$ cat config.mk
export PLATFORM = sky130hd
export DESIGN_NAME = checksum_frame_receiver_unit
export DESIGN_NICKNAME = d
export VERILOG_FILES = /design/src/cfr_pkg.sv /design/src/checksum_frame_receiver_unit.sv
export SDC_FILE = /design/constraint.sdc
export NUM_CORES = 1
export LEC_CHECK = 0
export BUFFER_PORTS_ARGS = -buffer_cell sky130_fd_sc_hd__clkbuf_2
export CORE_MARGIN = 2
export CORE_UTILIZATION = 50
export CTS_CLUSTER_DIAMETER = 100
export DETAILED_ROUTE_END_ITERATION = 16
export PLACE_DENSITY_LB_ADDON = 0.08
export SETUP_SLACK_MARGIN = 0.05
export SLEW_MARGIN = 20
export SYNTH_ARGS = -nofsm -noshare
export SYNTH_HDL_FRONTEND = slang
export SYNTH_SLANG_ARGS = --single-unit
$ cat constraint.sdc
create_clock -name clk -period 2.8 [get_ports clk]
set_input_delay 0.42 -clock clk [delete_from_list [all_inputs] [get_ports clk]]
set_output_delay 0.42 -clock clk [all_outputs]
set_load 0.05 [all_outputs]
$ cat src/cfr_pkg.sv
// ============================================================================
// cfr_pkg
// Shared types and constants for the checksum frame receiver: parser phases,
// event codes, configuration register indexes and reset values.
// ============================================================================
package cfr_pkg;

    localparam int BYTE_W  = 8;
    localparam int EVENT_W = 3;
    localparam int CFG_IDX_W = 2;

    typedef logic [BYTE_W-1:0]    byte_t;
    typedef logic [EVENT_W-1:0]   event_t;
    typedef logic [CFG_IDX_W-1:0] cfg_idx_t;

    // Result event codes
    localparam event_t EV_NONE     = 3'd0;
    localparam event_t EV_PAYLOAD  = 3'd1;
    localparam event_t EV_GOOD     = 3'd2;
    localparam event_t EV_CSUM_ERR = 3'd3;
    localparam event_t EV_REJECT   = 3'd4;
    localparam event_t EV_OVERFLOW = 3'd5;

    // Configuration register indexes
    localparam cfg_idx_t REG_RECEIVER_ID   = 2'd0;
    localparam cfg_idx_t REG_FIRST_SOURCE  = 2'd1;
    localparam cfg_idx_t REG_SECOND_SOURCE = 2'd2;
    localparam cfg_idx_t REG_BROADCAST_ID  = 2'd3;

    // Configuration reset values
    localparam byte_t RECEIVER_ID_RST   = 8'd0;
    localparam byte_t FIRST_SOURCE_RST  = 8'd0;
    localparam byte_t SECOND_SOURCE_RST = 8'd0;
    localparam byte_t BROADCAST_ID_RST  = 8'd254;

    // Fixed device identifier that is always accepted
    localparam byte_t DEVICE_ID_ONE = 8'd1;

    // Parser phases, one-hot
    typedef enum logic [6:0] {
        PH_RECEIVER = 7'b0000001,
        PH_SOURCE   = 7'b0000010,
        PH_DEVICE   = 7'b0000100,
        PH_MESSAGE  = 7'b0001000,
        PH_LENGTH   = 7'b0010000,
        PH_PAYLOAD  = 7'b0100000,
        PH_CHECKSUM = 7'b1000000
    } phase_t;

endpackage

$ cat src/checksum_frame_receiver_unit.sv
// ============================================================================
// checksum_frame_receiver_unit
// Byte-serial frame parser with an additive modulo-256 checksum. Streams
// payload bytes with their index and reports frame end, header reject and
// payload overflow.
// ============================================================================
//
//  channel | signals                                  | beat
//  --------+------------------------------------------+---------------------------
//  cfg     | cfg_valid/cfg_ready, cfg_index, cfg_data | one register write
//  in      | in_valid/in_ready, rx_byte               | one received byte
//  out     | out_valid/out_ready, event_res ..        | one result per input byte
//
//  One byte is taken per cycle unless out stalls; its result passes through the
//  input register, then parser logic into the result register, before it is offered.
//  cfg_ready is always high; writes are taken whenever offered.
//  A stall on out holds the result register and then the input register;
//  in_ready falls only when both are full and out_ready is low.
//  Reset returns the parser to hunting for the receiver ID and restores the
//  register reset values.
//
module checksum_frame_receiver_unit #(
    parameter int MAX_PAYLOAD = 64
) (
    input  logic              clk,
    input  logic              rst_n,
    // configuration
    input  logic              cfg_valid,
    output logic              cfg_ready,
    input  cfr_pkg::cfg_idx_t cfg_index,
    input  cfr_pkg::byte_t    cfg_data,
    // received bytes
    input  logic              in_valid,
    output logic              in_ready,
    input  cfr_pkg::byte_t    rx_byte,
    // results
    output logic              out_valid,
    input  logic              out_ready,
    output cfr_pkg::event_t   event_res,
    output cfr_pkg::byte_t    payload_byte,
    output cfr_pkg::byte_t    payload_index,
    output cfr_pkg::byte_t    message_id,
    output cfr_pkg::byte_t    sender_id,
    output cfr_pkg::byte_t    target_id,
    output cfr_pkg::byte_t    data_length
);
    import cfr_pkg::*;

    // count plus one needs one bit more than a byte
    localparam logic [BYTE_W:0] MAX_PAYLOAD_C = (BYTE_W+1)'(MAX_PAYLOAD);

    // configuration registers
    byte_t receiver_id_reg;
    byte_t first_source_reg;
    byte_t second_source_reg;
    byte_t broadcast_id_reg;

    // input stage
    logic  in_valid_reg;
    byte_t rx_byte_reg;

    // parser state
    phase_t phase_reg,        phase_next;
    byte_t  sum_reg,          sum_next;
    byte_t  count_reg,        count_next;
    byte_t  length_reg,       length_next;
    byte_t  msg_id_reg,       msg_id_next;
    byte_t  sender_reg,       sender_next;
    byte_t  target_reg,       target_next;

    // result register
    logic   out_valid_reg;
    event_t event_reg,        event_next;
    byte_t  pbyte_reg,        pbyte_next;
    byte_t  pindex_reg,       pindex_next;
    byte_t  msg_out_reg,      msg_out_next;
    byte_t  sender_out_reg,   sender_out_next;
    byte_t  target_out_reg,   target_out_next;
    byte_t  length_out_reg,   length_out_next;

    logic            out_free;
    logic            proc_fire;
    byte_t           sum_add;
    logic [BYTE_W:0] count_inc;
    logic            hdr_out;

    // handshake
    assign cfg_ready = 1'b1;
    assign out_free  = !out_valid_reg || out_ready;
    assign proc_fire = in_valid_reg && out_free;
    assign in_ready  = !in_valid_reg || out_free;

    // configuration writes
    always_ff @(posedge clk or negedge rst_n)
    begin
        if (!rst_n)
        begin
            receiver_id_reg   <= RECEIVER_ID_RST;
            first_source_reg  <= FIRST_SOURCE_RST;
            second_source_reg <= SECOND_SOURCE_RST;
            broadcast_id_reg  <= BROADCAST_ID_RST;
        end
        else if (cfg_valid && cfg_ready)
        begin
            case (cfg_index)
                REG_RECEIVER_ID:   receiver_id_reg   <= cfg_data;
                REG_FIRST_SOURCE:  first_source_reg  <= cfg_data;
                REG_SECOND_SOURCE: second_source_reg <= cfg_data;
                REG_BROADCAST_ID:  broadcast_id_reg  <= cfg_data;
                default:           ;
            endcase
        end
    end

    // input register
    always_ff @(posedge clk or negedge rst_n)
    begin
        if (!rst_n)
        begin
            in_valid_reg <= 1'b0;
        end
        else if (in_ready)
        begin
            in_valid_reg <= in_valid;
        end
    end

    always_ff @(posedge clk)
    begin
        if (in_valid && in_ready)
        begin
            rx_byte_reg <= rx_byte;
        end
    end

    // parser: next state and result for the byte in the input register
    assign sum_add   = sum_reg + rx_byte_reg;
    assign count_inc = {1'b0, count_reg} + 1'b1;

    always_comb
    begin
        phase_next  = phase_reg;
        sum_next    = sum_reg;
        count_next  = count_reg;
        length_next = length_reg;
        msg_id_next = msg_id_reg;
        sender_next = sender_reg;
        target_next = target_reg;
        event_next  = EV_NONE;
        pbyte_next  = '0;
        pindex_next = '0;
        hdr_out     = 1'b0;

        case (phase_reg)
            PH_RECEIVER:
            begin
                if (rx_byte_reg == receiver_id_reg)
                begin
                    sum_next   = rx_byte_reg;
                    phase_next = PH_SOURCE;
                end
            end
            PH_SOURCE:
            begin
                if (rx_byte_reg == first_source_reg || rx_byte_reg == second_source_reg)
                begin
                    sum_next    = sum_add;
                    sender_next = rx_byte_reg;
                    phase_next  = PH_DEVICE;
                end
                else
                begin
                    phase_next = PH_RECEIVER;
                    event_next = EV_REJECT;
                end
            end
            PH_DEVICE:
            begin
                if (rx_byte_reg == DEVICE_ID_ONE || rx_byte_reg == broadcast_id_reg)
                begin
                    sum_next    = sum_add;
                    target_next = rx_byte_reg;
                    phase_next  = PH_MESSAGE;
                end
                else
                begin
                    phase_next = PH_RECEIVER;
                    event_next = EV_REJECT;
                end
            end
            PH_MESSAGE:
            begin
                sum_next    = sum_add;
                msg_id_next = rx_byte_reg;
                phase_next  = PH_LENGTH;
            end
            PH_LENGTH:
            begin
                sum_next    = sum_add;
                length_next = rx_byte_reg;
                count_next  = '0;
                phase_next  = PH_PAYLOAD;
            end
            PH_PAYLOAD:
            begin
                sum_next    = sum_add;
                pbyte_next  = rx_byte_reg;
                pindex_next = count_reg;
                hdr_out     = 1'b1;
                count_next  = count_inc[BYTE_W-1:0];
                if (count_inc >= MAX_PAYLOAD_C)
                begin
                    phase_next = PH_RECEIVER;
                    event_next = EV_OVERFLOW;
                end
                else
                begin
                    event_next = EV_PAYLOAD;
                    // a zero length still ends after one payload byte
                    if (count_inc >= {1'b0, length_reg})
                    begin
                        phase_next = PH_CHECKSUM;
                    end
                end
            end
            PH_CHECKSUM:
            begin
                sum_next   = sum_add;
                event_next = (sum_add == '0) ? EV_GOOD : EV_CSUM_ERR;
                hdr_out    = 1'b1;
                phase_next = PH_RECEIVER;
            end
            default:
            begin
                phase_next = PH_RECEIVER;
            end
        endcase

        msg_out_next    = hdr_out ? msg_id_next : '0;
        sender_out_next = hdr_out ? sender_next : '0;
        target_out_next = hdr_out ? target_next : '0;
        length_out_next = hdr_out ? length_next : '0;
    end

    // parser state registers
    always_ff @(posedge clk or negedge rst_n)
    begin
        if (!rst_n)
        begin
            phase_reg  <= PH_RECEIVER;
            sum_reg    <= '0;
            count_reg  <= '0;
            length_reg <= '0;
            msg_id_reg <= '0;
            sender_reg <= '0;
            target_reg <= '0;
        end
        else if (proc_fire)
        begin
            phase_reg  <= phase_next;
            sum_reg    <= sum_next;
            count_reg  <= count_next;
            length_reg <= length_next;
            msg_id_reg <= msg_id_next;
            sender_reg <= sender_next;
            target_reg <= target_next;
        end
    end

    // result register
    always_ff @(posedge clk or negedge rst_n)
    begin
        if (!rst_n)
        begin
            out_valid_reg <= 1'b0;
        end
        else if (out_free)
        begin
            out_valid_reg <= in_valid_reg;
        end
    end

    always_ff @(posedge clk)
    begin
        if (proc_fire)
        begin
            event_reg      <= event_next;
            pbyte_reg      <= pbyte_next;
            pindex_reg     <= pindex_next;
            msg_out_reg    <= msg_out_next;
            sender_out_reg <= sender_out_next;
            target_out_reg <= target_out_next;
            length_out_reg <= length_out_next;
        end
    end

    // outputs
    assign out_valid     = out_valid_reg;
    assign event_res     = event_reg;
    assign payload_byte  = pbyte_reg;
    assign payload_index = pindex_reg;
    assign message_id    = msg_out_reg;
    assign sender_id     = sender_out_reg;
    assign target_id     = target_out_reg;
    assign data_length   = length_out_reg;

endmodule

==> run summary <==
share of layout cells above drive strength 1 - 0.366
unique cell type count in the Yosys netlist - 62
# clock sinks - 148
Max Cap Viol - 0
die area - 0.0156 mm²
Sum Neg Setup Slack - 0 ns
Post-synth EDFFs - 59
post-synthesis cell area - 0.00733 mm²
syn nets - 622
drt first pass iters - 4
post-layout util - 0.614
CP startpoint kind - register
Syn-to-layout area delta - 20.8%
Final #Nets - 731
Layout fillers - 1203
RR Startpoint - count_reg[0]
CTS clock-pin slew for the worst setup and hold paths - 0.06 ns
core area - 0.0144 mm²
Final Setup Violations - 0
Req. time, crit path - 3.11 ns
CTS root buf - clkbuf_16
vias in the first global route - 5100
IR drop worst, VDD - 0.000452 V
die width - 125 µm
DR vias/cell - 5.49
CP endpoint kind - register
remaining global-route overflow - 0
Cell Rows - 44
HPWL after DPL - 11100 µm
CTS tree - yes
dpl ws - 0.0263 ns
Worst Setup SP - count_reg[0]
Rel. slew slack - 0.570
R2R Setup Slk - 0.16 ns
GPL Wtd Cong - 0.853
vias - 4875
DIE HEIGHT - 125 µm
fin worst setup slack - 0.157 ns
actual slew at the worst max-slew pin - 0.645 ns
Max FO, Critical Path - 9
I/O Pins - 77
ys async rst share - 0.601
WL per Instance - 18.2 µm
syn avg cell area - 12.6 µm²
Pleak - 3.78 nW
initial antenna violation count - 0
Fmax - 378 MHz
worst skew pair latency - 0.43 ns
Antenna Violating Nets Remaining - 0
DRC violations left - 0
flops & latches, synth - 148
CTS H-tree depth - 4
worst hold path class - in2async
port bufs - 75
CTS Buffer Depth - 2
Hold-fix buffers, CTS - 0
critical path arrival - 2.95 ns
GRT Resource Usage Total - 0.216
CTS buffer count - 17
Final Max Tran Viols - 0
Tmin final - 2.64 ns
status - finished clean
largest net degree at the start of global routing - 47
cell count after synthesis - 582
period utilization - 0.944
Ant. Diodes - 0
CP Class - reg2reg
first-pass GRT wire length - 26400 µm
RSZ-0062 raised after global routing - false
sequential share of the synthesized area - 0.547
clk_skew - 0.00849 ns
top_reg_cell synth - dfrtp_1
First DRT Iteration DRCs - 275
Post-Route WL - 16200 µm
total power - 6.37 mW
PD cells - 719 mW/mm²
Initial Utilization - 0.508
worst reg2reg path depth - 12
Final Hold Fails - 0
synth warn - 0
-- cell type report --
type | count | area (µm²) | area share
clock buffer | 17 | 425 | 0.0481
clock inverter | 15 | 161 | 0.0182
inverter | 16 | 63.8 | 0.00721
multi-input combinational | 389 | 3180 | 0.360
sequential | 148 | 4010 | 0.453
tap | 184 | 230 | 0.0260
timing repair buffer | 119 | 774 | 0.0875
-- stage by stage --
step | std cells | instance area (µm²) | hold WS (ns)
global placement | 852 | 8160 | 0.457
finish | 888 | 8850 | 0.00221
detailed placement | 852 | 8160 | 0.479
CTS | 885 | 8750 | 0.0230
floorplan | 582 | 7340 | 0.124
global route | 888 | 8850 | 0.0409
-- placed cells by master, fill, tap and decap left out, types with 4 or more instances in the layout --
master and n:
inv_1 14, nand2_2 4, buf_12 5, clkbuf_2 74, nor2_1 32, clkbuf_16 17, a21o_1 8, xor2_1 14
o21ai_0 13, nor4_1 4, a21oi_1 26, nand3_1 23, edfxtp_1 59, mux2_2 45, nand2b_1 9, nor3_1 4
ha_1 15, inv_6 7, buf_4 39, and2_1 18, xnor2_1 29, mux2_1 7, mux2_4 24, mux2i_1 13
dfstp_2 8, dfrtp_1 78, nand4_1 9, nand2_1 32, a22o_1 4
-- synth_stat cells, types with 4 or more instances --
library cell  instances  area share
a211o_1               4      0.0048
a21o_1                8      0.0082
a21oi_1              26       0.018
a22o_1                4      0.0048
and2_1               18       0.015
buf_2                 6      0.0041
clkbuf_1             17      0.0087
dfrtp_1              81        0.28
dfstp_2               8       0.029
edfxtp_1             59        0.24
ha_1                 16       0.027
inv_1                15      0.0077
mux2_1                7       0.011
mux2_2               45       0.069
mux2_4               24       0.049
mux2i_1              13       0.018
nand2_1              33       0.017
nand2b_1              9      0.0077
nand3_1              25       0.017
nand4_1               9      0.0077
nor2_1               35       0.018
nor3_1                4      0.0027
nor4_1                4      0.0034
o21ai_0              13      0.0089
xnor2_1              30       0.036
xor2_1               15       0.018
-- critical path, cell delays in order (launching register included) --
cell	delay (ns)
dfrtp_2	0.43
nand2_2	0.10
nor2_4	0.15
xor2_2	0.16
ha_1	0.27
a21o_1	0.16
a21o_1	0.17
a21o_1	0.18
a211oi_4	0.24
buf_12	0.17
nor3_4	0.05
buf_12	0.15
mux2_4	0.29
-- cells by family (layout without fill, tap and decap cells) --
logic type      after synthesis  after routing  share of synthesized area
buf+inv                      45            167                     0.0277
simple gates                162            162                      0.125
compound gates               75             75                     0.0686
mux                          89             89                      0.147
other cells                   1              1                   0.000512
flops                       148            148                      0.547
fa+ha+maj                    17             17                     0.0301
xor+xnor                     45             45                     0.0538
-- timing repair --
action	CTS	global route
setup endpoints to repair	29	34
setup buffers	1	3
gates resized for setup	1	14
pin swaps	1	6
-- power breakdown --
group | switching (mW) | internal, mW
Combinational | 0.832 | 0.603
Sequential | 0.152 | 2.51
Clock | 1.00 | 1.26
-- metal layers --
metal  track usage  wire length (µm)  vias up
li1              -                 -     2304
met1         0.293              7490     2441
met2         0.346              7850      102
met3        0.0407               531       28
met4        0.0876               325        0
met5             0                 0        -
-- worst paths after layout --
check,end
max,msg_id_reg[4]
min,in_valid_reg
max reg2reg,msg_id_reg[4]
min reg2reg,sum_reg[0]
max in group asynchronous,broadcast_id_reg[7]
min in group clk,rx_byte_reg[6]
No activity file was read; power rests on OpenSTA's default activity.
